$ cat src/hw/rtl/eqor_pkg.sv
package eqor_pkg;

    typedef enum logic [2:0] {
        CMD_PUBLISH      = 3'd0,
        CMD_REPORT_LOSS  = 3'd1,
        CMD_DELIVER      = 3'd2,
        CMD_ACK_RESCAN   = 3'd3,
        CMD_CLOSE        = 3'd4,
        CMD_BACKEND_DONE = 3'd5
    } cmd_t;

    typedef enum logic [1:0] {
        STAT_OK         = 2'd0,
        STAT_NO_BUFFERS = 2'd1,
        STAT_SHUT_DOWN  = 2'd2,
        STAT_ALREADY    = 2'd3
    } status_t;

    typedef enum logic [1:0] {
        LIFE_OPEN    = 2'd0,
        LIFE_CLOSING = 2'd1,
        LIFE_CLOSED  = 2'd2
    } lifecycle_t;

    localparam logic [1:0] CFG_QUEUE_CAPACITY = 2'd0;
    localparam logic [1:0] CFG_PATH_LIMIT     = 2'd1;
    localparam logic [1:0] CFG_MAX_KIND       = 2'd2;

    localparam logic [4:0]  CAPACITY_RESET   = 5'd16;
    localparam logic [15:0] PATH_LIMIT_RESET = 16'd256;
    localparam logic [3:0]  MAX_KIND_RESET   = 4'd7;

    localparam logic [2:0] ENTRY_UNKNOWN = 3'd0;

    typedef struct packed {
        logic [2:0]  cmd;
        logic [3:0]  kind;
        logic [2:0]  etype;
        logic [31:0] path_ref;
        logic [15:0] path_len;
        logic [31:0] old_path_ref;
        logic [15:0] old_path_len;
    } cmd_beat_t;

    typedef struct packed {
        logic [1:0]  status;
        logic        event_valid;
        logic        is_rescan;
        logic [3:0]  out_kind;
        logic [2:0]  out_etype;
        logic [31:0] out_path_ref;
        logic [31:0] out_old_path_ref;
        logic [4:0]  queued;
        logic        awaiting_flag;
        logic [1:0]  lifecycle;
        logic [31:0] suppressed_count;
        logic [31:0] rescan_count;
    } res_beat_t;

    function automatic logic [31:0] sat_inc(input logic [31:0] v);
        sat_inc = (v == 32'hFFFF_FFFF) ? v : v + 32'd1;
    endfunction

endpackage

$ cat src/hw/rtl/eqor_cmd_if.sv
interface eqor_cmd_if;
    logic        valid;
    logic        ready;
    logic [2:0]  cmd;
    logic [3:0]  kind;
    logic [2:0]  etype;
    logic [31:0] path_ref;
    logic [15:0] path_len;
    logic [31:0] old_path_ref;
    logic [15:0] old_path_len;

    modport source (
        output valid, cmd, kind, etype, path_ref, path_len, old_path_ref, old_path_len,
        input  ready
    );

    modport sink (
        input  valid, cmd, kind, etype, path_ref, path_len, old_path_ref, old_path_len,
        output ready
    );
endinterface

$ cat src/hw/rtl/eqor_res_if.sv
interface eqor_res_if;
    logic        valid;
    logic        ready;
    logic [1:0]  status;
    logic        event_valid;
    logic        is_rescan;
    logic [3:0]  out_kind;
    logic [2:0]  out_etype;
    logic [31:0] out_path_ref;
    logic [31:0] out_old_path_ref;
    logic [4:0]  queued;
    logic        awaiting_flag;
    logic [1:0]  lifecycle;
    logic [31:0] suppressed_count;
    logic [31:0] rescan_count;

    modport source (
        output valid, status, event_valid, is_rescan, out_kind, out_etype,
               out_path_ref, out_old_path_ref, queued, awaiting_flag, lifecycle,
               suppressed_count, rescan_count,
        input  ready
    );

    modport sink (
        input  valid, status, event_valid, is_rescan, out_kind, out_etype,
               out_path_ref, out_old_path_ref, queued, awaiting_flag, lifecycle,
               suppressed_count, rescan_count,
        output ready
    );
endinterface

$ cat src/hw/rtl/eqor_ring.sv
module eqor_ring #(
    parameter int DEPTH = 16,
    parameter int WIDTH = 71,
    parameter int IDX_W = (DEPTH > 1) ? $clog2(DEPTH) : 1
) (
    input  logic             clk,
    input  logic             wr_en,
    input  logic [IDX_W-1:0] wr_addr,
    input  logic [WIDTH-1:0] wr_data,
    input  logic [IDX_W-1:0] rd_addr,
    output logic [WIDTH-1:0] rd_data
);

    logic [WIDTH-1:0] mem [DEPTH];
    logic [WIDTH-1:0] rd_data_reg;

    always_ff @(posedge clk)
    begin
        if (wr_en)
        begin
            mem[wr_addr] <= wr_data;
        end
    end

    // forward a same-cycle write so the head entry is never stale
    always_ff @(posedge clk)
    begin
        if (wr_en && (wr_addr == rd_addr))
        begin
            rd_data_reg <= wr_data;
        end
        else
        begin
            rd_data_reg <= mem[rd_addr];
        end
    end

    assign rd_data = rd_data_reg;

endmodule

$ cat src/hw/rtl/event_queue_overflow_rescan_top.sv
// A command is held in the input register, then its result in the result register (2 register stages).
// One command per cycle unless a held result stalls the input; the result register and ring read port set this.
// The head entry of the ring is prefetched into a registered read port every cycle.
// Reset (rst_n low, asynchronous) clears pointers, counters, flags and the configuration
// registers to their defaults; ring contents are not cleared and need no clearing pass.
module event_queue_overflow_rescan_top
    import eqor_pkg::*;
#(
    parameter int DEPTH       = 16,
    parameter int HANDLE_BITS = 32
) (
    input  logic        clk,
    input  logic        rst_n,
    eqor_cmd_if.sink    req,
    eqor_res_if.source  rsp,
    input  logic        cfg_we,
    input  logic [1:0]  cfg_index,
    input  logic [15:0] cfg_wdata
);

    localparam int IDX_W   = (DEPTH > 1) ? $clog2(DEPTH) : 1;
    localparam int FILL_W  = $clog2(DEPTH + 1);
    localparam int ENTRY_W = 2 * HANDLE_BITS + 7;

    // configuration
    logic [4:0]  capacity_reg;
    logic [15:0] path_limit_reg;
    logic [3:0]  max_kind_reg;

    // pipeline
    logic      in_valid_reg;
    cmd_beat_t in_reg;
    logic      res_valid_reg;
    res_beat_t res_reg;
    res_beat_t res_next;
    logic      fire;

    // state
    logic [IDX_W-1:0]  head_reg, head_next;
    logic [IDX_W-1:0]  tail_reg, tail_next;
    logic [FILL_W-1:0] fill_reg, fill_next;
    logic              awaiting_reg, awaiting_next;
    logic              pending_reg, pending_next;
    logic              handed_reg, handed_next;
    logic [31:0]       lost_reg, lost_next;
    logic [31:0]       lost_at_reg, lost_at_next;
    logic [31:0]       rescan_reg, rescan_next;
    logic              close_reg, close_next;
    logic              backend_reg, backend_next;

    // ring port
    logic               ring_we;
    logic [ENTRY_W-1:0] ring_wdata;
    logic [ENTRY_W-1:0] ring_rdata;

    logic [FILL_W-1:0]      cap_eff;
    logic [HANDLE_BITS-1:0] pref_m, oref_m;
    logic [HANDLE_BITS-1:0] pref_e, oref_e;
    logic [15:0]            plen_e, olen_e;

    function automatic logic [IDX_W-1:0] wrap_inc(
        input logic [IDX_W-1:0]  idx,
        input logic [FILL_W-1:0] cap
    );
        logic [31:0] n;
        n = 32'(idx) + 32'd1;
        wrap_inc = (n >= 32'(cap)) ? '0 : IDX_W'(n);
    endfunction

    always_comb
    begin
        if (capacity_reg == 5'd0)
        begin
            cap_eff = FILL_W'(1);
        end
        else if (32'(capacity_reg) > 32'(DEPTH))
        begin
            cap_eff = FILL_W'(DEPTH);
        end
        else
        begin
            cap_eff = FILL_W'(capacity_reg);
        end
    end

    // absent path: zero handle or zero length
    always_comb
    begin
        pref_m = in_reg.path_ref[HANDLE_BITS-1:0];
        oref_m = in_reg.old_path_ref[HANDLE_BITS-1:0];
        if ((pref_m == '0) || (in_reg.path_len == 16'd0))
        begin
            pref_e = '0;
            plen_e = 16'd0;
        end
        else
        begin
            pref_e = pref_m;
            plen_e = in_reg.path_len;
        end
        if ((oref_m == '0) || (in_reg.old_path_len == 16'd0))
        begin
            oref_e = '0;
            olen_e = 16'd0;
        end
        else
        begin
            oref_e = oref_m;
            olen_e = in_reg.old_path_len;
        end
    end

    assign fire      = in_valid_reg && (!res_valid_reg || rsp.ready);
    assign req.ready = !in_valid_reg || fire;

    assign ring_wdata = {oref_e, pref_e, in_reg.etype, in_reg.kind};

    always_comb
    begin
        logic loss;
        logic latch;

        loss          = 1'b0;
        latch         = 1'b0;
        ring_we       = 1'b0;
        head_next     = head_reg;
        tail_next     = tail_reg;
        fill_next     = fill_reg;
        awaiting_next = awaiting_reg;
        pending_next  = pending_reg;
        handed_next   = handed_reg;
        lost_next     = lost_reg;
        lost_at_next  = lost_at_reg;
        rescan_next   = rescan_reg;
        close_next    = close_reg;
        backend_next  = backend_reg;
        res_next      = '0;
        res_next.status = STAT_OK;

        if (fire)
        begin
            case (in_reg.cmd)
                CMD_PUBLISH:
                begin
                    if ((in_reg.kind > max_kind_reg) || (plen_e >= path_limit_reg)
                        || (olen_e >= path_limit_reg))
                    begin
                        loss  = 1'b1;
                        latch = 1'b1;
                        res_next.status = STAT_NO_BUFFERS;
                    end
                    else if (close_reg)
                    begin
                        loss = 1'b1;
                        res_next.status = STAT_SHUT_DOWN;
                    end
                    else if (awaiting_reg || (fill_reg >= cap_eff))
                    begin
                        loss  = 1'b1;
                        latch = 1'b1;
                        res_next.status = STAT_NO_BUFFERS;
                    end
                    else
                    begin
                        ring_we   = 1'b1;
                        tail_next = wrap_inc(tail_reg, cap_eff);
                        fill_next = fill_reg + FILL_W'(1);
                    end
                end
                CMD_REPORT_LOSS:
                begin
                    loss  = 1'b1;
                    latch = 1'b1;
                end
                CMD_DELIVER:
                begin
                    if (fill_reg != '0)
                    begin
                        res_next.event_valid      = 1'b1;
                        res_next.out_kind         = ring_rdata[3:0];
                        res_next.out_etype        = ring_rdata[6:4];
                        res_next.out_path_ref     = 32'(ring_rdata[7 +: HANDLE_BITS]);
                        res_next.out_old_path_ref =
                            32'(ring_rdata[7 + HANDLE_BITS +: HANDLE_BITS]);
                        head_next = wrap_inc(head_reg, cap_eff);
                        fill_next = fill_reg - FILL_W'(1);
                    end
                    else if (pending_reg)
                    begin
                        pending_next         = 1'b0;
                        handed_next          = 1'b1;
                        lost_at_next         = lost_reg;
                        res_next.event_valid = 1'b1;
                        res_next.is_rescan   = 1'b1;
                        res_next.out_etype   = ENTRY_UNKNOWN;
                    end
                end
                CMD_ACK_RESCAN:
                begin
                    if (!awaiting_reg || !handed_reg)
                    begin
                        res_next.status = STAT_ALREADY;
                    end
                    else if (lost_reg != lost_at_reg)
                    begin
                        // losses since hand-out: re-arm the marker
                        pending_next = 1'b1;
                        handed_next  = 1'b0;
                        rescan_next  = sat_inc(rescan_reg);
                    end
                    else
                    begin
                        awaiting_next = 1'b0;
                        handed_next   = 1'b0;
                    end
                end
                CMD_CLOSE:
                begin
                    if (close_reg)
                    begin
                        res_next.status = STAT_ALREADY;
                    end
                    else
                    begin
                        close_next = 1'b1;
                    end
                end
                CMD_BACKEND_DONE:
                begin
                    backend_next = 1'b1;
                end
                default:
                begin
                end
            endcase

            if (loss)
            begin
                lost_next = sat_inc(lost_reg);
            end
            if (latch && !awaiting_reg)
            begin
                awaiting_next = 1'b1;
                pending_next  = 1'b1;
                handed_next   = 1'b0;
                rescan_next   = sat_inc(rescan_reg);
            end
        end

        res_next.queued        = 5'(32'(fill_next) + 32'(pending_next));
        res_next.awaiting_flag = awaiting_next;
        if (!close_next)
        begin
            res_next.lifecycle = LIFE_OPEN;
        end
        else if (backend_next)
        begin
            res_next.lifecycle = LIFE_CLOSED;
        end
        else
        begin
            res_next.lifecycle = LIFE_CLOSING;
        end
        res_next.suppressed_count = lost_next;
        res_next.rescan_count     = rescan_next;
    end

    eqor_ring #(
        .DEPTH (DEPTH),
        .WIDTH (ENTRY_W),
        .IDX_W (IDX_W)
    ) u_ring (
        .clk     (clk),
        .wr_en   (ring_we),
        .wr_addr (tail_reg),
        .wr_data (ring_wdata),
        .rd_addr (head_next),
        .rd_data (ring_rdata)
    );

    always_ff @(posedge clk or negedge rst_n)
    begin
        if (!rst_n)
        begin
            capacity_reg   <= CAPACITY_RESET;
            path_limit_reg <= PATH_LIMIT_RESET;
            max_kind_reg   <= MAX_KIND_RESET;
        end
        else if (cfg_we)
        begin
            unique case (cfg_index)
                CFG_QUEUE_CAPACITY: capacity_reg   <= cfg_wdata[4:0];
                CFG_PATH_LIMIT:     path_limit_reg <= cfg_wdata;
                CFG_MAX_KIND:       max_kind_reg   <= cfg_wdata[3:0];
                default:
                begin
                end
            endcase
        end
    end

    always_ff @(posedge clk or negedge rst_n)
    begin
        if (!rst_n)
        begin
            in_valid_reg  <= 1'b0;
            res_valid_reg <= 1'b0;
            head_reg      <= '0;
            tail_reg      <= '0;
            fill_reg      <= '0;
            awaiting_reg  <= 1'b0;
            pending_reg   <= 1'b0;
            handed_reg    <= 1'b0;
            lost_reg      <= '0;
            lost_at_reg   <= '0;
            rescan_reg    <= '0;
            close_reg     <= 1'b0;
            backend_reg   <= 1'b0;
        end
        else
        begin
            if (req.ready)
            begin
                in_valid_reg <= req.valid;
            end
            if (fire)
            begin
                res_valid_reg <= 1'b1;
            end
            else if (rsp.ready)
            begin
                res_valid_reg <= 1'b0;
            end
            head_reg     <= head_next;
            tail_reg     <= tail_next;
            fill_reg     <= fill_next;
            awaiting_reg <= awaiting_next;
            pending_reg  <= pending_next;
            handed_reg   <= handed_next;
            lost_reg     <= lost_next;
            lost_at_reg  <= lost_at_next;
            rescan_reg   <= rescan_next;
            close_reg    <= close_next;
            backend_reg  <= backend_next;
        end
    end

    // payload registers: hold while stalled
    always_ff @(posedge clk)
    begin
        if (req.ready && req.valid)
        begin
            in_reg.cmd          <= req.cmd;
            in_reg.kind         <= req.kind;
            in_reg.etype        <= req.etype;
            in_reg.path_ref     <= req.path_ref;
            in_reg.path_len     <= req.path_len;
            in_reg.old_path_ref <= req.old_path_ref;
            in_reg.old_path_len <= req.old_path_len;
        end
        if (fire)
        begin
            res_reg <= res_next;
        end
    end

    assign rsp.valid            = res_valid_reg;
    assign rsp.status           = res_reg.status;
    assign rsp.event_valid      = res_reg.event_valid;
    assign rsp.is_rescan        = res_reg.is_rescan;
    assign rsp.out_kind         = res_reg.out_kind;
    assign rsp.out_etype        = res_reg.out_etype;
    assign rsp.out_path_ref     = res_reg.out_path_ref;
    assign rsp.out_old_path_ref = res_reg.out_old_path_ref;
    assign rsp.queued           = res_reg.queued;
    assign rsp.awaiting_flag    = res_reg.awaiting_flag;
    assign rsp.lifecycle        = res_reg.lifecycle;
    assign rsp.suppressed_count = res_reg.suppressed_count;
    assign rsp.rescan_count     = res_reg.rescan_count;

`ifndef SYNTH
    a_fill_bound: assert property (@(posedge clk) disable iff (!rst_n)
        32'(fill_reg) <= 32'(DEPTH))
        else $error("fill count beyond ring depth");

    a_pending_awaits: assert property (@(posedge clk) disable iff (!rst_n)
        pending_reg |-> awaiting_reg)
        else $error("rescan marker pending without awaiting state");

    a_handed_excl: assert property (@(posedge clk) disable iff (!rst_n)
        handed_reg |-> (awaiting_reg && !pending_reg))
        else $error("rescan handed out while still pending or not awaited");

    a_rescan_mono: assert property (@(posedge clk) disable iff (!rst_n)
        !$stable(rescan_reg) |-> (rescan_reg > $past(rescan_reg)))
        else $error("rescan counter moved backward");

    a_idle_state: assert property (@(posedge clk) disable iff (!rst_n)
        !fire |=> ($stable(head_reg) && $stable(tail_reg) && $stable(fill_reg)))
        else $error("ring pointers moved without a command");
`endif

endmodule

$ cat src/flat_wrapper.sv
// flat-port wrapper written by rule: the top's interface ports become plain ports
module event_queue_overflow_rescan_top_flat import eqor_pkg::*;
#(
    parameter int DEPTH       = 16,
    parameter int HANDLE_BITS = 32
)
  (clk, rst_n, cfg_we, cfg_index, cfg_wdata, req_valid, req_cmd, req_kind, req_etype, req_path_ref, req_path_len, req_old_path_ref, req_old_path_len, req_ready, rsp_valid, rsp_status, rsp_event_valid, rsp_is_rescan, rsp_out_kind, rsp_out_etype, rsp_out_path_ref, rsp_out_old_path_ref, rsp_queued, rsp_awaiting_flag, rsp_lifecycle, rsp_suppressed_count, rsp_rescan_count, rsp_ready);
  eqor_cmd_if req_i ();
  eqor_res_if rsp_i ();
  input  logic clk;
  input  logic rst_n;
  input  logic cfg_we;
  input  logic [1:0] cfg_index;
  input  logic [15:0] cfg_wdata;
  input wire logic [$bits(req_i.valid)-1:0] req_valid;
  input wire logic [$bits(req_i.cmd)-1:0] req_cmd;
  input wire logic [$bits(req_i.kind)-1:0] req_kind;
  input wire logic [$bits(req_i.etype)-1:0] req_etype;
  input wire logic [$bits(req_i.path_ref)-1:0] req_path_ref;
  input wire logic [$bits(req_i.path_len)-1:0] req_path_len;
  input wire logic [$bits(req_i.old_path_ref)-1:0] req_old_path_ref;
  input wire logic [$bits(req_i.old_path_len)-1:0] req_old_path_len;
  output wire logic [$bits(req_i.ready)-1:0] req_ready;
  output wire logic [$bits(rsp_i.valid)-1:0] rsp_valid;
  output wire logic [$bits(rsp_i.status)-1:0] rsp_status;
  output wire logic [$bits(rsp_i.event_valid)-1:0] rsp_event_valid;
  output wire logic [$bits(rsp_i.is_rescan)-1:0] rsp_is_rescan;
  output wire logic [$bits(rsp_i.out_kind)-1:0] rsp_out_kind;
  output wire logic [$bits(rsp_i.out_etype)-1:0] rsp_out_etype;
  output wire logic [$bits(rsp_i.out_path_ref)-1:0] rsp_out_path_ref;
  output wire logic [$bits(rsp_i.out_old_path_ref)-1:0] rsp_out_old_path_ref;
  output wire logic [$bits(rsp_i.queued)-1:0] rsp_queued;
  output wire logic [$bits(rsp_i.awaiting_flag)-1:0] rsp_awaiting_flag;
  output wire logic [$bits(rsp_i.lifecycle)-1:0] rsp_lifecycle;
  output wire logic [$bits(rsp_i.suppressed_count)-1:0] rsp_suppressed_count;
  output wire logic [$bits(rsp_i.rescan_count)-1:0] rsp_rescan_count;
  input wire logic [$bits(rsp_i.ready)-1:0] rsp_ready;
  assign req_i.valid = req_valid;
  assign req_i.cmd = req_cmd;
  assign req_i.kind = req_kind;
  assign req_i.etype = req_etype;
  assign req_i.path_ref = req_path_ref;
  assign req_i.path_len = req_path_len;
  assign req_i.old_path_ref = req_old_path_ref;
  assign req_i.old_path_len = req_old_path_len;
  assign req_ready = req_i.ready;
  assign rsp_valid = rsp_i.valid;
  assign rsp_status = rsp_i.status;
  assign rsp_event_valid = rsp_i.event_valid;
  assign rsp_is_rescan = rsp_i.is_rescan;
  assign rsp_out_kind = rsp_i.out_kind;
  assign rsp_out_etype = rsp_i.out_etype;
  assign rsp_out_path_ref = rsp_i.out_path_ref;
  assign rsp_out_old_path_ref = rsp_i.out_old_path_ref;
  assign rsp_queued = rsp_i.queued;
  assign rsp_awaiting_flag = rsp_i.awaiting_flag;
  assign rsp_lifecycle = rsp_i.lifecycle;
  assign rsp_suppressed_count = rsp_i.suppressed_count;
  assign rsp_rescan_count = rsp_i.rescan_count;
  assign rsp_i.ready = rsp_ready;
  event_queue_overflow_rescan_top #(.DEPTH(DEPTH), .HANDLE_BITS(HANDLE_BITS)) u_core (.clk(clk), .rst_n(rst_n), .req(req_i), .rsp(rsp_i), .cfg_we(cfg_we), .cfg_index(cfg_index), .cfg_wdata(cfg_wdata));
endmodule
$ cat config.mk
export PLATFORM = sky130hd
export DESIGN_NAME = event_queue_overflow_rescan_top_flat
export DESIGN_NICKNAME = d
export VERILOG_FILES = /design/src/hw/rtl/eqor_pkg.sv /design/src/hw/rtl/eqor_cmd_if.sv /design/src/hw/rtl/eqor_res_if.sv /design/src/hw/rtl/eqor_ring.sv /design/src/hw/rtl/event_queue_overflow_rescan_top.sv /design/src/flat_wrapper.sv
export SDC_FILE = /design/constraint.sdc
export NUM_CORES = 1
export LEC_CHECK = 0
export BUFFER_PORTS_ARGS = -buffer_cell sky130_fd_sc_hd__buf_4
export CORE_UTILIZATION = 45
export DETAILED_ROUTE_END_ITERATION = 6
export GPL_ROUTABILITY_DRIVEN = 0
export PLACE_DENSITY = 0.59
export SLEW_MARGIN = 10
export SYNTH_ARGS = -nofsm -noshare
export SYNTH_HDL_FRONTEND = slang
export SYNTH_SLANG_ARGS = --single-unit
$ cat constraint.sdc
create_clock -name clk -period 9.6 [get_ports clk]
set_input_delay 0.96 -clock clk [delete_from_list [all_inputs] [get_ports clk]]
set_output_delay 0.96 -clock clk [all_outputs]
set_load 0.01 [all_outputs]
* After elaboration in Yosys (flattened, before gate mapping)
Memories as Yosys holds them, arrays and structs flattened. A register that Yosys moved wholly into a read port is not among the register bits.
Cells that the tools add are included.
** Word-level totals
- Flip-flop bits (word level) :: 394
- Output and inout port bits :: 149
- Bits in latches :: 0
- Bits in read-only memories :: 0
- Word-level logic and storage cells :: 174
- Memories kept :: 1
- Bits in writable memories :: 1136
- Input bits :: 129
** Cells by class
- Reductions and logical operators :: 33
- Equality and inequality tests :: 13
- Add/subtract/negate cells :: 7
- Divide/modulo/power cells :: 0
- Multipliers :: 0
- Bitwise logic cells :: 5
- Order comparisons :: 7
- Shift-type cells :: 0
- Multiplexer cells :: 73
** Memories
- u_core.u_ring.mem :: words 16, width 71, read ports 1, clocked after memory_dff 1, write ports 1, line eqor_ring.sv:14 : logic [WIDTH-1:0] mem [DEPTH];
** Operators with widths (count)
- $mux W32 :: 11
- $add A32 B1 Y32 const B :: 2
- $eq A32 B32 Y1 const B :: 2
- $ge A32 B5 Y1 :: 2
- $logic_not A32 Y1 :: 2
- $mux W1 :: 36
- $mux W5 :: 7
- $ge A16 B16 Y1 :: 2
- $logic_not A16 Y1 :: 2
- $mux W16 :: 2
- $ne A32 B32 Y1 :: 1
- $mux W4 :: 5
- $mux W2 :: 6
- $add A4 B1 Y5 const B :: 2
- $pmux W5 S2 :: 1
- $reduce_and A5 Y1 :: 2
- $logic_or A1 B1 Y1 :: 8
- $pmux W1 S2 :: 4
- $reduce_and A2 Y1 :: 4
- $eq A3 B2 Y1 const B :: 2
- $eq A3 B3 Y1 const B :: 2
- $ne A3 B3 Y1 const B :: 2
- $pmux W2 S3 :: 1
- $add A5 B1 Y5 :: 1
- 20 further kinds :: 29

* Depth between registers and ports, before layout
Gate-level depths: netlist of run 1.
- Depth after elaboration :: 14
- Depth in mapped cells :: 21
- Mapped depth without buffers :: 17

* Hierarchy
From an unflattened synthesis of run 1, not the netlist that was laid out.
** Second synthesis, totals
- Cell total of the unflattened synthesis :: 2981
- Area total of the unflattened synthesis :: 59587.1 µm²
** Modules (own cells, without submodules)
- eqor_ring :: area an instance 42570.8 µm², cells each 1759, times used 1, seq. area each 34192.8 µm²
- event_queue_overflow_rescan_top :: area an instance 17016.3 µm², cells each 1222, times used 1, seq. area each 11131.9 µm²

* Worst setup path after synthesis of run 1
OpenSTA, ideal clock, no wires.
- Path type :: in2reg
- Start :: in rsp_ready
- End :: reg u_core.lost_at_reg[10]
- Path buffers :: 1
- Required time :: 9.475 ns
- Setup slack :: 2.984 ns
- Stages on the path :: 6
- Library setup time :: 0.125 ns
- Data arrival time :: 6.491 ns
- Cell sequence :: nand2b_1 nand2_1 clkinv_1 nand4_1 clkbuf_1 mux2_2
** Between the ends
- Word-level cells in the longest chain between the ends :: 3
** Ends and longest elaborated chain
- start: declaration :: line flat_wrapper.sv:37 : input wire logic [$bits(rsp_i.ready)-1:0] rsp_ready;
- $logic_or A1 B1 Y1 :: line event_queue_overflow_rescan_top.sv:113 : assign fire = in_valid_reg && (!res_valid_reg || rsp.ready);
- $logic_and A1 B1 Y1 :: line event_queue_overflow_rescan_top.sv:113
- via u_core.fire :: line event_queue_overflow_rescan_top.sv:36 : logic fire;
- $reduce_and A4 Y1 (no source line)
- end signal: assignment :: line event_queue_overflow_rescan_top.sv:341 : lost_at_reg <= lost_at_next;
- end: declaration :: line event_queue_overflow_rescan_top.sv:46 : logic [31:0] lost_at_reg, lost_at_next;
The timed path passes the listed nets, and every way through them passes these cells.
A chain may end at the register's enable or synchronous reset.

* Worst setup path in the final report of run 1
- Start :: reg u_core.in_reg, in the netlist u_core.pref_m[1]
- End :: mem u_core.u_ring.mem[2][29] (enable)
** Between the ends
- Word-level cells in the longest chain between the ends :: 11
** Ends and longest elaborated chain
- start: declaration :: line event_queue_overflow_rescan_top.sv:32 : cmd_beat_t in_reg;
- $logic_not A32 Y1 :: line event_queue_overflow_rescan_top.sv:91 : if ((pref_m == '0) || (in_reg.path_len == 16'd0))
- $logic_or A1 B1 Y1 :: line event_queue_overflow_rescan_top.sv:91
- $mux W16 :: line event_queue_overflow_rescan_top.sv:91
- $ge A16 B16 Y1 :: line event_queue_overflow_rescan_top.sv:145 : if ((in_reg.kind > max_kind_reg) || (plen_e >= path_limit_reg)
- $logic_or A1 B1 Y1 :: line event_queue_overflow_rescan_top.sv:145
- $logic_or A1 B1 Y1 :: line event_queue_overflow_rescan_top.sv:146 : || (olen_e >= path_limit_reg))
- $mux W1 :: line event_queue_overflow_rescan_top.sv:145
- $mux W1 :: line event_queue_overflow_rescan_top.sv:142 : case (in_reg.cmd)
- $mux W1 :: line event_queue_overflow_rescan_top.sv:140 : if (fire)
- $mux W1 :: line eqor_ring.sv:19 : if (wr_en)
- $mux W1 (implied by the code) :: line eqor_ring.sv:21 : mem[wr_addr] <= wr_data;
- end: declaration :: line eqor_ring.sv:14
No other way between the ends.

==> results of run 1 <==
[cell usage after synthesis, types with 4 or more instances]
cell      number  share of area (%)
dfrtp_1      136                5.7
ha_1          62                1.3
a211o_1        5              0.073
nand4_1       22               0.23
a211oi_1       4              0.050
nor4_1        41               0.43
buf_1         32               0.20
nand3_2        6               0.10
a21o_1         8               0.10
or3_1          7              0.073
dfstp_2        5               0.22
edfxtp_1    1389                 70
mux2_2        52               0.98
dfxtp_1        4               0.13
nand3b_1       4              0.050
nand2_1       64               0.40
mux4_2       355                 13
o21ai_0       22               0.18
and3_1        37               0.39
nand3_1       35               0.29
and4_1         9               0.13
xor2_1        62               0.91
a21oi_1       16               0.13
and2_1       106                1.1
nor2_1        32               0.20
nor3_1        19               0.16
nand2b_1      13               0.14
inv_1         44               0.28
clkbuf_1      75               0.47
nor2b_1       76               0.80
xnor2_1       38               0.56
buf_2          4              0.034
[final cells by class]
class,count,share of cell area [%]
Clock inverter,94,1.269
Multi-Input combinational cell,1143,20.06
Clock buffer,190,5.900
Inverter,45,0.2526
Tap cell,1755,3.190
Timing Repair Buffer,312,3.463
Sequential cell,1534,65.86
Antenna cell,2,0.007270
[worst max path at each step]
stage | startpoint | to | slack (ns) | depth (start not counted)
2_1_floorplan | rsp_ready | u_core.lost_at_reg[10] | 2.98 | 6
3_3_place_gp | u_core.oref_m[24] | u_core.u_ring.mem[2][48] | 3.02 | 16
3_5_place_dp | u_core.oref_m[24] | u_core.u_ring.mem[2][41] | 2.79 | 16
4_1_cts | u_core.oref_m[24] | u_core.u_ring.mem[2][30] | 2.77 | 16
5_1_grt | u_core.oref_m[24] | u_core.u_ring.mem[2][31] | 2.63 | 16
6_report | u_core.pref_m[1] | u_core.u_ring.mem[2][29] | 2.92 | 15
[power by group]
group	internal (mW)	switching (mW)	leakage [nW]
combinational	1.46	1.28	6.27
clock	3.35	2.53	2.40
sequential	7.49	0.227	14.5
[cell families (layout without fill, tap and decap cells)]
kind of cell             after synthesis  in the layout
flip-flops                          1534           1534
multiplexers                         409            409
AO/OA/AOI/OAI                         86             86
adder cells (fa/ha/maj)               62             62
buffers and inverters                161            641
AND/OR/NAND/NOR                      486            486
other                                  0              2
XOR/XNOR                             100            100
[through the flow]
step | cells | total power [mW] | hold slack, ns | util (%)
finish | 5075 | 16.33 | 0.1824 | 52.36
global route | 5075 | 16.93 | 0.2007 | 52.36
CTS | 5073 | 16.51 | 0.1615 | 52.36
detailed placement | 4789 | 10.63 | 0.4757 | 48.60
global placement | 4789 | 10.59 | 0.4745 | 48.60
floorplan | 2838 | 9.778 | 0.4480 | -
[cell usage in the layout (no fill, tap or decap), types with 35 or more instances in the layout]
master	count
ha_1	62
xor2_1	62
inv_1	44
nor4_1	41
nand3_1	35
buf_4	308
mux2_2	52
xnor2_1	38
edfxtp_1	1389
dfrtp_1	136
and2_1	97
clkbuf_16	156
nand2_1	64
nor2b_1	76
mux4_2	355
[worst reg2reg max path, delay by kind of cell, from the launching register on]
family | cells | cell delay, ns
AND/OR/NAND/NOR | 7 | 3.60
AO/OA/AOI/OAI | 5 | 1.01
buffers and inverters | 2 | 0.99
flip-flops | 1 | 0.38
adder cells (fa/ha/maj) | 1 | 0.30
[layer usage]
metal	wire length (um)	vias up	GRT usage (%)
li1	-	12281	-
met5	35	-	0
met4	2933	6	5.930
met3	7197	195	3.444
met1	58210	15463	28.43
met2	68230	869	33.78
==> flow_summary.toml, run 1 <==
[status]
outcome = "finished clean"

[drt]
drt_iter0_drc = 2569
drc_errors = 0
via_count = 28814
avgRoutedWirePerCell_um = 26.92
via_per_inst = 5.678
wirelength_mm = 136.6
postRouteAntennaNets = 0
dr.pass1.iters = 5

[yosys]
synthFlopType = "edfxtp_1"
synth-simple-area-share_pct = 4.720
synth_edf_count = 1389
postSynth.asyncResetShare_pct = 9.192
syn-instance-count = 2838
synthMuxAreaShare_pct = 14.42
syn_area_mm2 = 0.05965
synth-xor-area-share_pct = 1.468
synth_compound_area_share_pct = 1.040
synth_top_family_by_area = "multiplexers"
syn_nets = 3029
syn_avg_cell_area_um2 = 21.02
synthAdderAreaFrac_pct = 1.300
yosysUniqueCellTypes = 71
synth_seq_cells = 1534
ys_warn_count = 0
ys_seq_area_share_pct = 75.98

[placed_design]
portBuffers = 277
hpwl_mm = 79.01
pre_cts_ws_ns = 2.790
placed_cell_area_mm2 = 0.06389

[floorplanning]
core_mm2 = 0.1315
fp.dieW_um = 366.1
die-area_mm2 = 0.1340
fp.dieH_um = 366.1
start_util_pct = 45.37
io_pins = 278
num_rows = 133

[timing]
hold_violations = 0
fmaxAchievable_mhz = 149.8
slew_headroom_pct = 20.46
finalCriticalPeriod_ns = 6.677
skew_ns = 0.03145
finalSetupViolCount = 0
drv_slew = 0
fin_setup_tns_ns = 0
timing.final.ws_setup_ns = 2.923
rsz0062_at_grt = "false"
finalCritPeriodShare_pct = 69.55
worst_pin_slew_ns = 1.193

[critical_path]
crit_buf_inv = 2
worst_r2r_endpoint = "u_core.u_ring.mem[2][29]"
crit_family = "simple AND/OR/NAND/NOR gates"
cp-start-kind = "register"
rr_startpoint = "u_core.pref_m[1]"
reg2reg_depth = 15
worst_path_max_delay_cell = "nor4_1"
r2r_setup_slack_ns = 2.92
required_ns = 9.99
path_class = "reg -> reg"
crit_chain = "nor4_1 -> nand4_1 -> nor2_1 -> a41oi_4 -> and2_1 -> ha_1 -> a21oi_1 -> o21ai_0 -> a211oi_1 -> a2111oi_4 -> nor4_1 -> buf_4 -> nor2b_1 -> and3_4 -> buf_4"
arrival_ns = 7.07
slowest_delay_ns = 0.94
cp_max_fo = 41
end_kind = "register"

[cts]
cts_sinks = 1534
clockBufferDepth = 3
cts_made_buffers = 155
post_cts_resized = 0
cts_hold_buffers = 0
cts_tree = "yes"
path_clk_slew_ns = 0.06
post_cts_buffers = 0
htreeDepth = 4
clk_latency_ns = 0.78
cts-root-buf = "clkbuf_16"

[grt]
grt_util_all_layers_pct = 20.57
grt_overflow = 0
grt_pass1_vias = 30278
grt_max_degree = 174
antenna_found_initial = 12
grt_first_pass_wirelength_mm = 202.7

[layout]
largest_register_ffs = 1136
final_cell_area_mm2 = 0.06884
fin_nets = 3382
register_area_mm2 = 0.04534
fillers = 10261
drive_gt1_share_pct = 29.78
multi_input_area_mm2 = 0.01381
area_growth_syn_to_layout_pct = 15.40

[hold_path]
hold_class = "in -> async"

[pwr]
ir_worst_vdd_v = 0.0002399
powerDensity_mw_per_mm2 = 237.2
leakagePower_nw = 23.20

[flow_run]
maxCapViolCount = 0
No activity file was read; power rests on OpenSTA's default activity.
==> run 2, diff against run 1 <==
--- a/config.mk
+++ b/config.mk
@@ -5,6 +5,7 @@
 export SDC_FILE = /design/constraint.sdc
 export NUM_CORES = 1
 export LEC_CHECK = 0
+export ABC_AREA = 1
 export BUFFER_PORTS_ARGS = -buffer_cell sky130_fd_sc_hd__buf_4
 export CORE_UTILIZATION = 45
 export DETAILED_ROUTE_END_ITERATION = 6
==> constraint.sdc (replaced) <==
create_clock -name clk -period 6.7 [get_ports clk]
set_input_delay 0.67 -clock clk [delete_from_list [all_inputs] [get_ports clk]]
set_output_delay 0.67 -clock clk [all_outputs]
set_load 0.01 [all_outputs]
==> flow_summary.toml, run 2 <==
[placed_design]
portBuffers = 277
hpwl_mm = 102.5
placedCellCount = 7250
placed_cell_area_mm2 = 0.06822

[yosys]
syn_nets = 5500
synth_compound_area_share_pct = 10.75
synth-xor-area-share_pct = 0.9816
syn-instance-count = 5309
ys_top_cells_by_count = "edfxtp_1 (1389), nor2_1 (784), nand2_1 (774)"
netlist.area_leader.share_pct = 65.18
synthAdderAreaFrac_pct = 1.212
postSynth.asyncResetShare_pct = 9.192
yosysTopAreaCell = "edfxtp_1"
ys_seq_area_share_pct = 70.83
synthFlopType = "edfxtp_1"
yosys-top-cells-area = "edfxtp_1 (65%), dfrtp_1 (5.3%), o21ai_0 (4.9%)"
synth-simple-area-share_pct = 12.30
syn_avg_cell_area_um2 = 12.05
ys_warn_count = 0
yosysUniqueCellTypes = 53
synthMuxAreaShare_pct = 0.1056
synth_seq_cells = 1534
synth_edf_count = 1389
syn_area_mm2 = 0.06399
synth_top_family_by_area = "simple AND/OR/NAND/NOR gates"
synthMostInstantiatedCell = "edfxtp_1"

[grt]
antenna_found_initial = 3
grt_util_all_layers_pct = 24.24
grt_max_degree = 213
grt_first_pass_wirelength_mm = 261.0
grt_overflow = 0
grt_pass1_vias = 40751

[layout]
final_util_pct = 52.36
drive_gt1_share_pct = 13.29
instances_no_fill = 7589
final_common_cell = "edfxtp_1"
area_growth_syn_to_layout_pct = 15.57
largest_register_ffs = 1136
final_cell_mix = "edfxtp_1 (1389), nand2_1 (772), nor2_1 (763)"
final_cell_area_mm2 = 0.07395
fin_nets = 5760

[cts]
htreeDepth = 4
cts_tree = "yes"
cts_sinks = 1534
cts_hold_buffers = 47
cts-root-buf = "clkbuf_16"
post_cts_resized = 0
cts_made_buffers = 160
path_clk_slew_ns = 0.06
clk_latency_ns = 0.81
post_cts_buffers = 0
clockBufferDepth = 3

[critical_path]
required_ns = 7.17
cp_max_fo = 33
end_kind = "register"
arrival_ns = 6.72
path_class = "reg -> reg"
cp-start-kind = "register"

[drt]
via_per_inst = 5.608
wirelength_mm = 175.9
drc_errors = 0
dr.pass1.iters = 6
drt_iter0_drc = 4549
postRouteAntennaNets = 0
via_count = 42562
avgRoutedWirePerCell_um = 23.17

[floorplanning]
start_util_pct = 45.30
fp.dieH_um = 379.1
num_rows = 138
fp.dieW_um = 379.1
die-area_mm2 = 0.1437
core_mm2 = 0.1412
io_pins = 278

[pwr]
ir_worst_vdd_v = 0.0003011
powerDensity_mw_per_mm2 = 353.9
power_mw = 26.17
leakagePower_nw = 26.56

[timing]
finalSetupViolCount = 0
fmaxAchievable_mhz = 159.9
skew_ns = 0.04797
hold_violations = 0
finalCritPeriodShare_pct = 93.33
slew_headroom_pct = 14.61
finalCriticalPeriod_ns = 6.253
drv_slew = 0
worst_pin_slew_ns = 1.281
rsz0062_at_grt = "false"

[hold_path]
hold_class = "in -> reg"

[status]
outcome = "finished clean"

[flow_run]
maxCapViolCount = 0
[run 2: cell types whose count changed after synthesis, moves of 76 or more]
cell | previous run | this run
nor2b_1 | 76 | 0
nand2_1 | 64 | 774
a21oi_1 | 16 | 104
mux4_2 | 355 | 0
nor2_1 | 32 | 784
clkbuf_1 | 75 | 233
and2_1 | 106 | 0
o21ai_0 | 22 | 627
o221ai_1 | 3 | 207
inv_1 | 44 | 252
nand3_1 | 35 | 165
o22ai_1 | 0 | 80
[run 2: cells by family (layout without fill, tap and decap cells)]
kind of cell	Yosys count	count (layout)
AND/OR/NAND/NOR	1891	1891
flip-flops	1534	1534
AO/OA/AOI/OAI	1145	1145
buffers and inverters	601	988
XOR/XNOR	70	70
adder cells (fa/ha/maj)	62	62
multiplexers	6	6
other	0	3
[run 2: cell type report]
cell class,instances,area (um^2)
clock buffers,193,4242
clock inverters,96,998.5
diodes,3,7.507
repair buffers,429,3567
multi-input cells,3174,16380
fillers,12179,67290
inverters,270,1046
flip-flops and latches,1534,45340
well taps,1890,2365
[run 2: path summary, 6_finish.rpt]
kind / startpoint / to / slack [ns] / cells past startpoint
setup / recovery: u_core.pref_m[29] / u_core.u_ring.mem[11][9] / 0.45 / 21
hold / removal: req_old_path_ref[17] / u_core.oref_m[17] / 0.05 / 1
setup reg to reg: u_core.pref_m[29] / u_core.u_ring.mem[11][9] / 0.45 / 21
hold reg to reg: u_core.backend_reg / u_core.backend_reg / 0.47 / 2
max in group asynchronous: rst_n / u_core.lost_at_reg[26] / 4.80 / 3
min in group asynchronous: rst_n / u_core.rescan_reg[28] / 0.53 / 2
[run 2: where the power goes]
part	total [mW]	internal (mW)	switching [mW]
Sequential	11.3	10.9	0.430
Clock	8.84	5.08	3.77
Combinational	6.02	1.73	4.29
[run 2: layer usage]
metal	global-route usage (%)	part of all wire (%)
met3	3.045	6.0
met4	7.159	2.3
met1	34.25	43
met2	39.24	48
met5	0	0
[run 2: per-stage QoR]
stage          setup TNS (ns)  setup WS (ns)  hold WS [ns]
6_report                    0         0.4470       0.05435
5_1_grt                     0         0.1387       0.02127
4_1_cts                     0         0.3496     0.0002853
3_5_place_dp                0         0.3850        0.4554
3_3_place_gp                0         0.1539        0.4500
2_1_floorplan         -477.13         -1.680        0.3744
[run 2: worst max-delay path, stage by stage, from the launching register on]
cell	delay (ns)
edfxtp_1	0.38
nor4_1	0.47
nand4_1	0.59
nor4_4	0.82
nor2_1	0.15
inv_2	0.25
nor2_1	0.07
ha_1	0.30
nand2_2	0.10
inv_2	0.03
nand2_1	0.05
nand2_1	0.05
nor2_1	0.13
nand3_1	0.10
a21oi_2	0.40
nand2_2	0.18
inv_2	0.11
nand2_4	0.09
nor2_4	0.24
inv_2	0.12
nor3_2	0.91
buf_12	0.32
